## config.mk

```make
export PLATFORM = sky130hd
export DESIGN_NAME = sorted_set_table
export DESIGN_NICKNAME = d
export VERILOG_FILES = /design/src/hw/rtl/sst_pkg.sv /design/src/hw/rtl/sst_dpath.sv /design/src/hw/rtl/sst_ctrl.sv /design/src/hw/rtl/sorted_set_table.sv
export SDC_FILE = /design/constraint.sdc
export NUM_CORES = 2
export LEC_CHECK = 0
export BUFFER_PORTS_ARGS = -buffer_cell sky130_fd_sc_hd__buf_4
export CORE_ASPECT_RATIO = 0.8
export CORE_MARGIN = 2
export CORE_UTILIZATION = 35
export DETAILED_ROUTE_END_ITERATION = 8
export GPL_TIMING_DRIVEN = 0
export SYNTH_ARGS = -nofsm -noshare
export SYNTH_HDL_FRONTEND = slang
export SYNTH_SLANG_ARGS = --single-unit
```

## constraint.sdc

```tcl
create_clock -name clock -period 5 [get_ports clock]
set_input_delay 0.25 -clock clock [delete_from_list [all_inputs] [get_ports clock]]
set_output_delay 0.25 -clock clock [all_outputs]
set_load 0.03 [all_outputs]
```

## src/hw/rtl/sst_pkg.sv

```systemverilog
`timescale 1ns / 1ps

package sst_pkg;

   // default number of key slots
   localparam int unsigned CAPACITY_DEF = 64;

   // field widths fixed by the item layout
   localparam int unsigned KEY_W      = 32;
   localparam int unsigned OP_W       = 2;
   localparam int unsigned STATUS_W   = 2;
   localparam int unsigned POS_W      = 6;
   localparam int unsigned ENT_W      = 7;
   localparam int unsigned REQ_DATA_W = 64;
   localparam int unsigned RSP_DATA_W = 16;

   // request operations
   localparam logic [OP_W-1:0] OP_INSERT = 2'd0;
   localparam logic [OP_W-1:0] OP_DELETE = 2'd1;
   localparam logic [OP_W-1:0] OP_MODIFY = 2'd2;
   localparam logic [OP_W-1:0] OP_QUERY  = 2'd3;

   // result status codes
   localparam logic [STATUS_W-1:0] ST_OK   = 2'd0;
   localparam logic [STATUS_W-1:0] ST_MISS = 2'd1;
   localparam logic [STATUS_W-1:0] ST_FULL = 2'd2;

   // controller to datapath commands
   typedef struct packed {
      logic                load;          // take in a request, start search on key
      logic                srch_init;     // restart search (lo = 0, hi = count)
      logic                use_new;       // search / place target is new_key
      logic                srch_cmp;      // narrow the window on the read key
      logic                save_pos;      // pos = search result
      logic                save_q;        // q = insertion slot once old key is gone
      logic                set_pos_q;     // pos = q
      logic                up_init;       // cursor = count, ready to open a gap
      logic                dn_init;       // cursor = pos, ready to close a gap
      logic                shift_up;      // one step of moving keys up
      logic                shift_dn;      // one step of moving keys down
      logic                place;         // write target key at pos
      logic                cnt_inc;
      logic                cnt_dec;
      logic                rsp_load;      // capture the result item
      logic [STATUS_W-1:0] code;          // status for the result item
   } sst_cmd_type;

   // datapath to controller status
   typedef struct packed {
      logic            srch_done;         // window empty, lo is the lower bound
      logic            hit;               // key at lower bound equals target
      logic            full;              // no free slot
      logic            up_more;           // a key is still to be moved up
      logic            dn_more;           // a key is still to be moved down
      logic [OP_W-1:0] op;
   } sst_stat_type;

endpackage

```

## src/hw/rtl/sst_dpath.sv

```systemverilog
`timescale 1ns / 1ps

module sst_dpath #(
   parameter int unsigned CAPACITY = sst_pkg::CAPACITY_DEF
) (
   input  logic                               clock,
   input  logic                               reset,
   input  logic [sst_pkg::OP_W-1:0]           req_op,
   input  logic signed [sst_pkg::KEY_W-1:0]   req_key,
   input  logic signed [sst_pkg::KEY_W-1:0]   req_new_key,
   input  sst_pkg::sst_cmd_type               cmd,
   output sst_pkg::sst_stat_type              stat,
   output logic [sst_pkg::STATUS_W-1:0]       rsp_status,
   output logic [sst_pkg::POS_W-1:0]          rsp_position,
   output logic [sst_pkg::ENT_W-1:0]          rsp_entries
);

   localparam int unsigned IDX_W = $clog2(CAPACITY);
   localparam int unsigned CNT_W = $clog2(CAPACITY + 1);
   localparam int unsigned KW    = sst_pkg::KEY_W;
   localparam int unsigned PW    = sst_pkg::POS_W;
   localparam int unsigned EW    = sst_pkg::ENT_W;

   // key store, one write and one registered read per cycle
   logic [KW-1:0] mem [CAPACITY];

   logic signed [KW-1:0]       key_ff, key_in;
   logic signed [KW-1:0]       nkey_ff, nkey_in;
   logic [sst_pkg::OP_W-1:0]   op_ff, op_in;
   logic [CNT_W-1:0]           lo_ff, lo_in;
   logic [CNT_W-1:0]           hi_ff, hi_in;
   logic                       hit_ff, hit_in;
   logic [CNT_W-1:0]           pos_ff, pos_in;
   logic [CNT_W-1:0]           q_ff, q_in;
   logic [CNT_W-1:0]           cur_ff, cur_in;
   logic [IDX_W-1:0]           wa_ff, wa_in;
   logic                       pend_ff, pend_in;
   logic [CNT_W-1:0]           cnt_ff, cnt_in;
   logic [KW-1:0]              rdata_ff;
   logic [sst_pkg::STATUS_W-1:0] rsp_status_ff, rsp_status_in;
   logic [PW-1:0]              rsp_pos_ff, rsp_pos_in;
   logic [EW-1:0]              rsp_ent_ff, rsp_ent_in;

   logic [CNT_W:0]             mid_sum;
   logic [CNT_W-1:0]           mid;
   logic [CNT_W-1:0]           cur_dec;
   logic [CNT_W-1:0]           cur_inc;
   logic signed [KW-1:0]       tgt;
   logic                       less;
   logic [IDX_W-1:0]           rd_addr;
   logic                       mem_we;
   logic [IDX_W-1:0]           mem_wa;
   logic [KW-1:0]              mem_wd;
   logic [CNT_W+PW-1:0]        pos_wide;
   logic [CNT_W+EW-1:0]        cnt_wide;

   // search window midpoint, cursor neighbours, compare
   assign mid_sum = {1'b0, lo_ff} + {1'b0, hi_ff};
   assign mid     = mid_sum[CNT_W:1];
   assign cur_dec = cur_ff - 1'b1;
   assign cur_inc = cur_ff + 1'b1;
   assign tgt     = cmd.use_new ? nkey_ff : key_ff;
   assign less    = $signed(rdata_ff) < tgt;

   // status to the controller
   assign stat.srch_done = (lo_ff == hi_ff);
   assign stat.hit       = hit_ff;
   assign stat.full      = (cnt_ff == CNT_W'(CAPACITY));
   assign stat.up_more   = (cur_ff > pos_ff);
   assign stat.dn_more   = (cur_inc < cnt_ff);
   assign stat.op        = op_ff;

   // read address: shift source or search probe
   always_comb begin
      priority if (cmd.shift_up) begin
         rd_addr = cur_dec[IDX_W-1:0];
      end else if (cmd.shift_dn) begin
         rd_addr = cur_inc[IDX_W-1:0];
      end else begin
         rd_addr = mid[IDX_W-1:0];
      end
   end

   // write port: pending shift move or the new key
   always_comb begin
      mem_we = cmd.place || ((cmd.shift_up || cmd.shift_dn) && pend_ff);
      mem_wa = cmd.place ? pos_ff[IDX_W-1:0] : wa_ff;
      mem_wd = cmd.place ? tgt : rdata_ff;
   end

   always_ff @(posedge clock) begin
      if (mem_we) begin
         mem[mem_wa] <= mem_wd;
      end
      rdata_ff <= mem[rd_addr];
   end

   // result fields, masked to their widths
   assign pos_wide = {{PW{1'b0}}, pos_ff};
   assign cnt_wide = {{EW{1'b0}}, cnt_ff};

   // next-state logic of the datapath registers
   always_comb begin
      key_in        = key_ff;
      nkey_in       = nkey_ff;
      op_in         = op_ff;
      lo_in         = lo_ff;
      hi_in         = hi_ff;
      hit_in        = hit_ff;
      pos_in        = pos_ff;
      q_in          = q_ff;
      cur_in        = cur_ff;
      wa_in         = wa_ff;
      pend_in       = pend_ff;
      cnt_in        = cnt_ff;
      rsp_status_in = rsp_status_ff;
      rsp_pos_in    = rsp_pos_ff;
      rsp_ent_in    = rsp_ent_ff;

      if (cmd.load) begin
         key_in  = req_key;
         nkey_in = req_new_key;
         op_in   = req_op;
      end
      if (cmd.load || cmd.srch_init) begin
         lo_in  = '0;
         hi_in  = cnt_ff;
         hit_in = 1'b0;
      end
      // lower bound step; remember equality each time hi moves
      if (cmd.srch_cmp) begin
         if (less) begin
            lo_in = mid + 1'b1;
         end else begin
            hi_in  = mid;
            hit_in = (rdata_ff == tgt);
         end
      end
      if (cmd.save_pos) begin
         pos_in = lo_ff;
      end
      // the old key sits below the new slot: that slot drops by one
      if (cmd.save_q) begin
         q_in = (lo_ff > pos_ff) ? lo_ff - 1'b1 : lo_ff;
      end
      if (cmd.set_pos_q) begin
         pos_in = q_ff;
      end
      if (cmd.up_init) begin
         cur_in  = cnt_ff;
         pend_in = 1'b0;
      end
      if (cmd.dn_init) begin
         cur_in  = pos_ff;
         pend_in = 1'b0;
      end
      // move one key a cycle: read the source now, write it next cycle
      if (cmd.shift_up) begin
         if (stat.up_more) begin
            wa_in   = cur_ff[IDX_W-1:0];
            cur_in  = cur_dec;
            pend_in = 1'b1;
         end else begin
            pend_in = 1'b0;
         end
      end
      if (cmd.shift_dn) begin
         if (stat.dn_more) begin
            wa_in   = cur_ff[IDX_W-1:0];
            cur_in  = cur_inc;
            pend_in = 1'b1;
         end else begin
            pend_in = 1'b0;
         end
      end
      if (cmd.cnt_inc) begin
         cnt_in = cnt_ff + 1'b1;
      end
      if (cmd.cnt_dec) begin
         cnt_in = cnt_ff - 1'b1;
      end
      if (cmd.rsp_load) begin
         rsp_status_in = cmd.code;
         rsp_pos_in    = (cmd.code == sst_pkg::ST_OK) ? pos_wide[PW-1:0] : '0;
         rsp_ent_in    = cnt_wide[EW-1:0];
      end
   end

   // control registers
   always_ff @(posedge clock) begin
      if (reset) begin
         cnt_ff  <= '0;
         pend_ff <= 1'b0;
      end else begin
         cnt_ff  <= cnt_in;
         pend_ff <= pend_in;
      end
   end

   // payload registers
   always_ff @(posedge clock) begin
      key_ff        <= key_in;
      nkey_ff       <= nkey_in;
      op_ff         <= op_in;
      lo_ff         <= lo_in;
      hi_ff         <= hi_in;
      hit_ff        <= hit_in;
      pos_ff        <= pos_in;
      q_ff          <= q_in;
      cur_ff        <= cur_in;
      wa_ff         <= wa_in;
      rsp_status_ff <= rsp_status_in;
      rsp_pos_ff    <= rsp_pos_in;
      rsp_ent_ff    <= rsp_ent_in;
   end

   assign rsp_status   = rsp_status_ff;
   assign rsp_position = rsp_pos_ff;
   assign rsp_entries  = rsp_ent_ff;

endmodule

```

## src/hw/rtl/sst_ctrl.sv

```systemverilog
`timescale 1ns / 1ps

module sst_ctrl (
   input  logic                  clock,
   input  logic                  reset,
   input  logic                  req_tvalid,
   output logic                  req_tready,
   output logic                  rsp_tvalid,
   input  logic                  rsp_tready,
   input  sst_pkg::sst_stat_type stat,
   output sst_pkg::sst_cmd_type  cmd
);

   localparam logic [3:0] S_IDLE    = 4'd0;
   localparam logic [3:0] S_SRCH    = 4'd1;
   localparam logic [3:0] S_CMP     = 4'd2;
   localparam logic [3:0] S_DN_INIT = 4'd3;
   localparam logic [3:0] S_SHDN    = 4'd4;
   localparam logic [3:0] S_UP_INIT = 4'd5;
   localparam logic [3:0] S_SHUP    = 4'd6;
   localparam logic [3:0] S_PLACE   = 4'd7;
   localparam logic [3:0] S_RESP    = 4'd8;

   logic [3:0]                   state_ff, state_in;
   logic                         phase_ff, phase_in;  // second search of a modify
   logic [sst_pkg::STATUS_W-1:0] code_ff, code_in;
   logic                         rsp_valid_ff, rsp_valid_in;
   logic                         rsp_free;

   assign req_tready = (state_ff == S_IDLE);
   assign rsp_tvalid = rsp_valid_ff;
   assign rsp_free   = !rsp_valid_ff || rsp_tready;

   always_comb begin
      state_in     = state_ff;
      phase_in     = phase_ff;
      code_in      = code_ff;
      rsp_valid_in = rsp_valid_ff && !rsp_tready;
      cmd          = '0;
      cmd.use_new  = phase_ff;
      cmd.code     = code_ff;

      unique case (state_ff)
         S_IDLE: begin
            if (req_tvalid) begin
               cmd.load = 1'b1;
               phase_in = 1'b0;
               state_in = S_SRCH;
            end
         end
         // window empty: act on the lower bound, else probe the midpoint
         S_SRCH: begin
            if (!stat.srch_done) begin
               state_in = S_CMP;
            end else if (phase_ff) begin
               if (stat.hit) begin
                  code_in  = sst_pkg::ST_MISS;
                  state_in = S_RESP;
               end else begin
                  cmd.save_q = 1'b1;
                  state_in   = S_DN_INIT;
               end
            end else begin
               cmd.save_pos = 1'b1;
               unique case (stat.op)
                  sst_pkg::OP_INSERT: begin
                     priority if (stat.hit) begin
                        code_in  = sst_pkg::ST_MISS;
                        state_in = S_RESP;
                     end else if (stat.full) begin
                        code_in  = sst_pkg::ST_FULL;
                        state_in = S_RESP;
                     end else begin
                        state_in = S_UP_INIT;
                     end
                  end
                  sst_pkg::OP_DELETE: begin
                     if (stat.hit) begin
                        state_in = S_DN_INIT;
                     end else begin
                        code_in  = sst_pkg::ST_MISS;
                        state_in = S_RESP;
                     end
                  end
                  sst_pkg::OP_MODIFY: begin
                     if (stat.hit) begin
                        cmd.srch_init = 1'b1;
                        phase_in      = 1'b1;
                        state_in      = S_SRCH;
                     end else begin
                        code_in  = sst_pkg::ST_MISS;
                        state_in = S_RESP;
                     end
                  end
                  sst_pkg::OP_QUERY: begin
                     code_in  = stat.hit ? sst_pkg::ST_OK : sst_pkg::ST_MISS;
                     state_in = S_RESP;
                  end
                  default: begin
                     state_in = S_IDLE;
                  end
               endcase
            end
         end
         S_CMP: begin
            cmd.srch_cmp = 1'b1;
            state_in     = S_SRCH;
         end
         S_DN_INIT: begin
            cmd.dn_init = 1'b1;
            state_in    = S_SHDN;
         end
         // close the gap; a modify goes on to open one for the new key
         S_SHDN: begin
            cmd.shift_dn = 1'b1;
            if (!stat.dn_more) begin
               cmd.cnt_dec = 1'b1;
               if (phase_ff) begin
                  state_in = S_UP_INIT;
               end else begin
                  code_in  = sst_pkg::ST_OK;
                  state_in = S_RESP;
               end
            end
         end
         S_UP_INIT: begin
            cmd.up_init   = 1'b1;
            cmd.set_pos_q = phase_ff;
            state_in      = S_SHUP;
         end
         S_SHUP: begin
            cmd.shift_up = 1'b1;
            if (!stat.up_more) begin
               state_in = S_PLACE;
            end
         end
         S_PLACE: begin
            cmd.place   = 1'b1;
            cmd.cnt_inc = 1'b1;
            code_in     = sst_pkg::ST_OK;
            state_in    = S_RESP;
         end
         // hand the result to the output register once it is free
         S_RESP: begin
            if (rsp_free) begin
               cmd.rsp_load = 1'b1;
               rsp_valid_in = 1'b1;
               state_in     = S_IDLE;
            end
         end
         default: begin
            state_in = S_IDLE;
         end
      endcase
   end

   always_ff @(posedge clock) begin
      if (reset) begin
         state_ff     <= S_IDLE;
         phase_ff     <= 1'b0;
         rsp_valid_ff <= 1'b0;
      end else begin
         state_ff     <= state_in;
         phase_ff     <= phase_in;
         rsp_valid_ff <= rsp_valid_in;
      end
   end

   always_ff @(posedge clock) begin
      code_ff <= code_in;
   end

endmodule

```

## src/hw/rtl/sorted_set_table.sv

```systemverilog
`timescale 1ns / 1ps

// Sorted set of distinct signed 32-bit keys held in ascending order.
// Request channel (req_): req_tuser carries the operation (insert, delete,
// modify, query), req_tdata the key and, for modify, the replacement key.
// Result channel (rsp_): one item per request; rsp_tuser is the status
// (success, key absent or duplicate, store full), rsp_tdata the slot and
// the number of keys held afterwards.
// A search makes at most ceil(log2(n+1)) probes with n keys held. A probe
// puts the midpoint address to the store, then compares the registered
// read data; shifting moves one key a cycle through the single read and
// write port of the store.
// One request is worked on at a time; the next is taken once the result
// sits in the output register, which holds it while rsp_tready is low.
// A result waiting there stalls only the finish of the following request.
// Reset empties the set at once; the store needs no clearing.
module sorted_set_table #(
   parameter int unsigned CAPACITY = sst_pkg::CAPACITY_DEF
) (
   input  logic                              clock,
   input  logic                              reset,
   input  logic                              req_tvalid,
   output logic                              req_tready,
   input  logic [sst_pkg::REQ_DATA_W-1:0]    req_tdata,  // key, new_key
   input  logic [sst_pkg::OP_W-1:0]          req_tuser,  // operation
   output logic                              rsp_tvalid,
   input  logic                              rsp_tready,
   output logic [sst_pkg::RSP_DATA_W-1:0]    rsp_tdata,  // position, entries, zero pad
   output logic [sst_pkg::STATUS_W-1:0]      rsp_tuser   // status
);

   localparam int unsigned KW  = sst_pkg::KEY_W;
   localparam int unsigned PAD = sst_pkg::RSP_DATA_W - sst_pkg::POS_W - sst_pkg::ENT_W;

   sst_pkg::sst_cmd_type      cmd;
   sst_pkg::sst_stat_type     stat;
   logic [sst_pkg::POS_W-1:0] position;
   logic [sst_pkg::ENT_W-1:0] entries;

   sst_ctrl u_ctrl (
      .clock      (clock),
      .reset      (reset),
      .req_tvalid (req_tvalid),
      .req_tready (req_tready),
      .rsp_tvalid (rsp_tvalid),
      .rsp_tready (rsp_tready),
      .stat       (stat),
      .cmd        (cmd)
   );

   sst_dpath #(
      .CAPACITY (CAPACITY)
   ) u_dpath (
      .clock        (clock),
      .reset        (reset),
      .req_op       (req_tuser),
      .req_key      (req_tdata[KW-1:0]),
      .req_new_key  (req_tdata[2*KW-1:KW]),
      .cmd          (cmd),
      .stat         (stat),
      .rsp_status   (rsp_tuser),
      .rsp_position (position),
      .rsp_entries  (entries)
   );

   assign rsp_tdata = {{PAD{1'b0}}, entries, position};

endmodule

```

### Yosys cells after proc, flatten, opt, wreduce, memory -nomap -nowiden

Memories as Yosys holds them, arrays and structs flattened. A register that Yosys moved wholly into a read port is not among the register bits.
Cells that the tools add are included.

* register bits: 139
* RAM bits: 2048
* input bits: 70
* output and inout port bits: 20
* word-level logic and storage cells: 164
* memories kept: 1

* $add $sub $neg: 7
* $lt $le $gt $ge: 4
* equality and inequality tests: 23
* mux-type cells: 90
* reduce and logical (&&, ||, !) cells: 20

Memory list
* u_dpath.mem: words 64, bits a word 32, read ports 1, clocked after memory_dff 1, write ports 1, RTL line sst_dpath.sv:25 `logic [KW-1:0] mem [CAPACITY];`

Operator list (number)
* 7-bit 2-to-1 mux: 17
* 32-bit 2-to-1 mux: 2
* 4-bit 2-to-1 mux: 12
* 6-bit 2-to-1 mux: 7
* 4-bit case mux with 9 select lines: 1
* 1-bit 2-to-1 mux: 35
* 32-bit equality test: 1
* 32-bit less-than comparator: 1
* 2-bit 2-to-1 mux: 12
* 7-bit by 1-bit adder with 7-bit output, second input constant: 3
* 7-bit by 1-bit subtractor with 7-bit output, second input constant: 3
* 4-bit by 3-bit equality test with 1-bit output, second input constant: 4
* 4-bit case mux with 4 select lines: 1
* 7-bit greater-than comparator: 2
* 2-bit case mux with 3 select lines: 2
* 7-bit by 7-bit adder with 8-bit output: 1
* 4-bit by 2-bit equality test with 1-bit output, second input constant: 2
* 2-bit inequality test, second input constant: 4
* 7-bit equality test: 1
* 7-bit equality test, second input constant: 1
* 7-bit less-than comparator: 1
* 7-bit AND reduction: 1
* 2-bit nonzero test: 3
* 2-bit equality test, second input constant: 2
* other kinds (18): 25

### Depth between registers and ports, before layout

* depth in word-level cells: 9
* mapped depth: 15
* gate-level depth less buffers: 15

### Cells and area by module

From an unflattened synthesis, not the netlist that was laid out.

* cell total of the unflattened synthesis: 6040
* area total of the unflattened synthesis: 88163.3 um2

Modules (own cells, without submodules)
* sst_dpath: times used 1, cells each 5937, area an instance 87375.0 um2, sequential area each 65713.0 um2
* sst_ctrl: times used 1, cells each 99, area an instance 762.0 um2, sequential area each 180.2 um2
* sorted_set_table: times used 1, cells each 4, area an instance 26.3 um2, sequential area each 0.0 um2

### Worst setup path before layout

OpenSTA, ideal clock, no wires.

* kind: register to register
* start: register u_ctrl.state_ff[0]
* end: memory u_dpath.mem[0][24] (netlist bit) (data pin)
* setup time: 0.702 ns
* arrival: 4.155 ns
* data required time: 4.298 ns
* slack: 0.143 ns
* stages on the path, launching flop included: 7
* path buffers: 3
* clock period less this slack: 4.857 ns
* cells stage by stage: dfxtp_1 -> clkbuf_1 -> nor2b_1 -> nand3_1 -> clkbuf_1 -> clkbuf_1 -> o21ai_0

* cells in the longest elaborated chain, start to end: 3

RTL lines
* start: declaration: RTL line sst_ctrl.sv:24 `logic [3:0] state_ff, state_in;`
* start signal: assignment: RTL line sst_ctrl.sv:163 `state_ff <= state_in;`
* 4-bit by 3-bit equality test with 1-bit output: RTL line sst_ctrl.sv:43 `unique case (state_ff)`
* 2-bit 2-to-1 mux: RTL line sst_ctrl.sv:43
* 32-bit 2-to-1 mux: RTL line sst_dpath.sv:88 `mem_wd = cmd.place ? tgt : rdata_ff;`
* net u_dpath.mem_wd[24]: RTL line sst_dpath.sv:53 `logic [KW-1:0] mem_wd;`
* end: declaration: RTL line sst_dpath.sv:25

The timed path passes the listed nets, and every way through them passes these cells.

### Worst setup path in the final report

* start: register u_ctrl.state_ff[1]
* end: memory u_dpath.mem[10][17] (netlist bit), enable pin

* cells in the longest elaborated chain, start to end: 7
* elaborated cells between the ends (all ways): 12
* classes of those cells: eq/ne (3); mux (6); reduce/logical (3)

RTL lines
* 4-bit by 3-bit equality test with 1-bit output: RTL line sst_ctrl.sv:43
* 1-bit 2-to-1 mux: RTL line sst_ctrl.sv:43
* 1-bit logical OR: RTL line sst_dpath.sv:86 `mem_we = cmd.place || ((cmd.shift_up || cmd.shift_dn) && pend_ff);`
* 1-bit logical AND: RTL line sst_dpath.sv:86
* 1-bit logical OR: RTL line sst_dpath.sv:86
* 1-bit 2-to-1 mux: RTL line sst_dpath.sv:92 `if (mem_we) begin`
* 1-bit 2-to-1 mux (not written as such): RTL line sst_dpath.sv:93 `mem[mem_wa] <= mem_wd;`

Parallel ways exist; a longest one is shown, timed or not.

==> reports/summary.txt <==
Leak Pwr -> 37.1 nW
chip height -> 460 µm
Clock Skew -> 0.0795 ns
Initial Util -> 35.2%
main combinational cell family by area after synthesis -> multiplexers
H-tree depth -> 4
slowest stage cell, crit path -> nand3_1
reg2reg setup slack -> 0.11 ns
nets@finish -> 6572
XOR/XNOR share of the synthesized area -> 0.337%
number of synthesized flops with an enable pin -> 2145
Startpoint Class -> register
final setup fails -> 0
Routed WL -> 272 mm
CP Data Required Time -> 5.57 ns
WHS -> 0.0632 ns
Simple-Gate Fraction of Synth Area -> 7.82%
count leader, synth -> edfxtp_1
biggest area contributors in the synthesized netlist -> edfxtp_1 71%, mux2i_1 11%, nand2_1 3.6%
Post-synth top cells -> 2145 x edfxtp_1, 1020 x mux2i_1, 874 x nand2_1
fin crit period -> 4.89 ns
layout cells sized above 1 -> 17.0%
Initial DRC Count -> 7168
fin crit share -> 97.9%
CP bufs+invs -> 2
Crit Path Class -> register to register
clk sinks -> 2219
Final HPWL DP -> 193 mm
Adder-Cell Fraction of Synth Area -> 0.971%
total congestion overflow -> 0
portion of netlist area occupied by mux cells -> 13.0%
total of max-cap violations -> 0
Post-Syn Instances -> 5871
worst-skew pair later-pin latency -> 0.91 ns
CTS Root Cell -> clkbuf_16
Worst Setup End Kind -> register
deepest clock path buffer count -> 4
count of unique library cells instantiated by Yosys -> 73
status -> finished, final reports clean
Top FF cell, synth -> edfxtp_1
initial antenna violation count -> 14
Worst-path clk slew -> 0.06 ns
HP Class -> input pin to register
Post-route DRC -> 0
unrepaired setup endpoints after global routing -> true
GRT Overall Usage -> 20.0%
TritonCTS clock tree -> yes
Die W -> 574 µm
Cell Area, Synth -> 91000 µm²
Pre-Repair DR Iteration Count -> 6
Worst Path Max Fanout -> 21
vias in the first global route -> 51.2k
synthesis-to-layout area growth -> 19.4%
DR vias -> 53.9k
FMAX -> 204 MHz
CTS Buf Count -> 225
pwr/cell area -> 498 nW/µm²
relative slew slack -> 8.80%
Ys Warns -> 0
CP Cell Sequence -> clkbuf_1 > nand2_1 > nor2_1 > mux2i_2 > nand3_1 > nor2_4 > buf_12
core area -> 259000 µm²
ys async rst share -> 0%
register area share after synthesis -> 72.4%
Final GP Congestion -> 0.989
antenna-violating nets left -> 0
VDD IR-drop max -> 0.367 mV
Die Area -> 264000 µm²
Mean Syn Cell Area -> 15.5 µm²
largest net degree at the start of global routing -> 46
worst slew pin tran -> 1.37 ns
final hold vios -> 0
max-slew violations -> 0
Worst path top cell family by delay -> simple AND/OR/NAND/NOR gates
Seq cells post-synth -> 2219
share of the synthesized area in the top cell type -> 70.8%
Max stage delay on crit path -> 0.95 ns
global-route wire length before repair -> 379 mm
IO Port Bufs -> 86
Synth Area in Compound Gates -> 3.32%
io pins -> 90
wire per inst -> 26.9 µm
Row Count -> 167
fin util -> 42.0%
most area-hungry cell type in the Yosys netlist -> edfxtp_1
Data arrival, critical path -> 5.46 ns
vias per inst -> 5.35
cells in the final DEF, fill, tap and decap left out, types with 96 or more instances in the layout:
cell type and instances:
clkbuf_1 140, mux2_2 144, buf_12 96, nand3_1 469
edfxtp_1 2145, nand2_1 867, buf_4 197, clkbuf_16 225
buf_2 128, mux2i_1 1007
power by group:
part,switching (mW),internal (mW)
logic,9.39,4.15
registers,0.293,23.4
clock network,7.20,9.72
logic make-up (layout without fill, tap and decap cells):
family	Yosys count	in the layout
other	1	11
adder cells (fa/ha/maj)	70	70
multiplexers	1165	1165
buffers and inverters	363	1102
AND/OR/NAND/NOR	1587	1588
AO/OA/AOI/OAI	431	431
flip-flops	2219	2219
XOR/XNOR	35	35
worst paths after layout:
kind | start | end | cells after the start
min reg2reg | u_dpath.cnt_ff[1] | u_dpath.rsp_entries[1] | 0
max reg2reg | u_ctrl.state_ff[1] | u_dpath.mem[10][17] | 7
min | req_tdata[47] | u_dpath.nkey_ff[15] | 2
max | u_ctrl.state_ff[1] | u_dpath.mem[10][17] | 7
metal layers:
layer	track usage (%)	vias up	wire length, µm
met1	27.6	27400	114000
met2	29.7	2508	118000
met4	7.45	0	10800
li1	-	23600	-
met3	5.85	448	28900
met5	0	-	0
registers in the layout, summed over array words and instances, names as in the netlist, 2 cells and up:
| register | flops |
|---|---|
| u_dpath.mem | 2048 |
| u_dpath.key_ff | 32 |
| u_dpath.nkey_ff | 32 |
| u_dpath.rdata_ff | 32 |
| u_dpath.cnt_ff | 7 |
| u_dpath.cur_ff | 7 |
| u_dpath.hi_ff | 7 |
| u_dpath.lo_ff | 7 |
| u_dpath.pos_ff | 7 |
| u_dpath.q_ff | 7 |
| u_dpath.rsp_entries | 7 |
| u_dpath.rsp_position | 6 |
| u_dpath.wa_ff | 6 |
| u_ctrl.state_ff | 4 |
| u_ctrl.code_ff | 2 |
| u_dpath.op_ff | 2 |
| u_dpath.rsp_status | 2 |
cell type report:
type                            instances  area [µm²]
Fill cell                           23200      150000
Sequential cell                      2219       65900
Multi-Input combinational cell       3292       24200
Clock buffer                          264        5780
Timing Repair Buffer                  331        4950
Tap cell                             3464        4330
Buffer                                334        1790
Clock inverter                        144        1550
Inverter                               29         111
Antenna cell                            8        20.0
timing repair:
item	CTS	global route
resized for setup	28	18
cloned	0	1
buffers inserted	30	6
pin swaps	8	3
endpoints found under the hold margin	82	0
hold buffers	74	0
endpoints found under the setup margin	1104	686
per-stage QoR:
| stage | power [mW] | instances | TNS, ns | worst slack [ns] | cell area [µm²] |
|---|---|---|---|---|---|
| floorplan | 30.4 | 5873 | 0 | 0.143 | 91000 |
| global placement | 36.4 | 9423 | - | -8.05 | 95900 |
| detailed placement | 37.1 | 9558 | -366.90 | -1.06 | 99900 |
| CTS | 54.1 | 10100 | 0 | 0.0300 | 108000 |
| global route | 55.6 | 10100 | -0.0603 | -0.0279 | 109000 |
| finish | 54.1 | 10100 | 0 | 0.106 | 109000 |
Power figures use the tool's default switching activity.
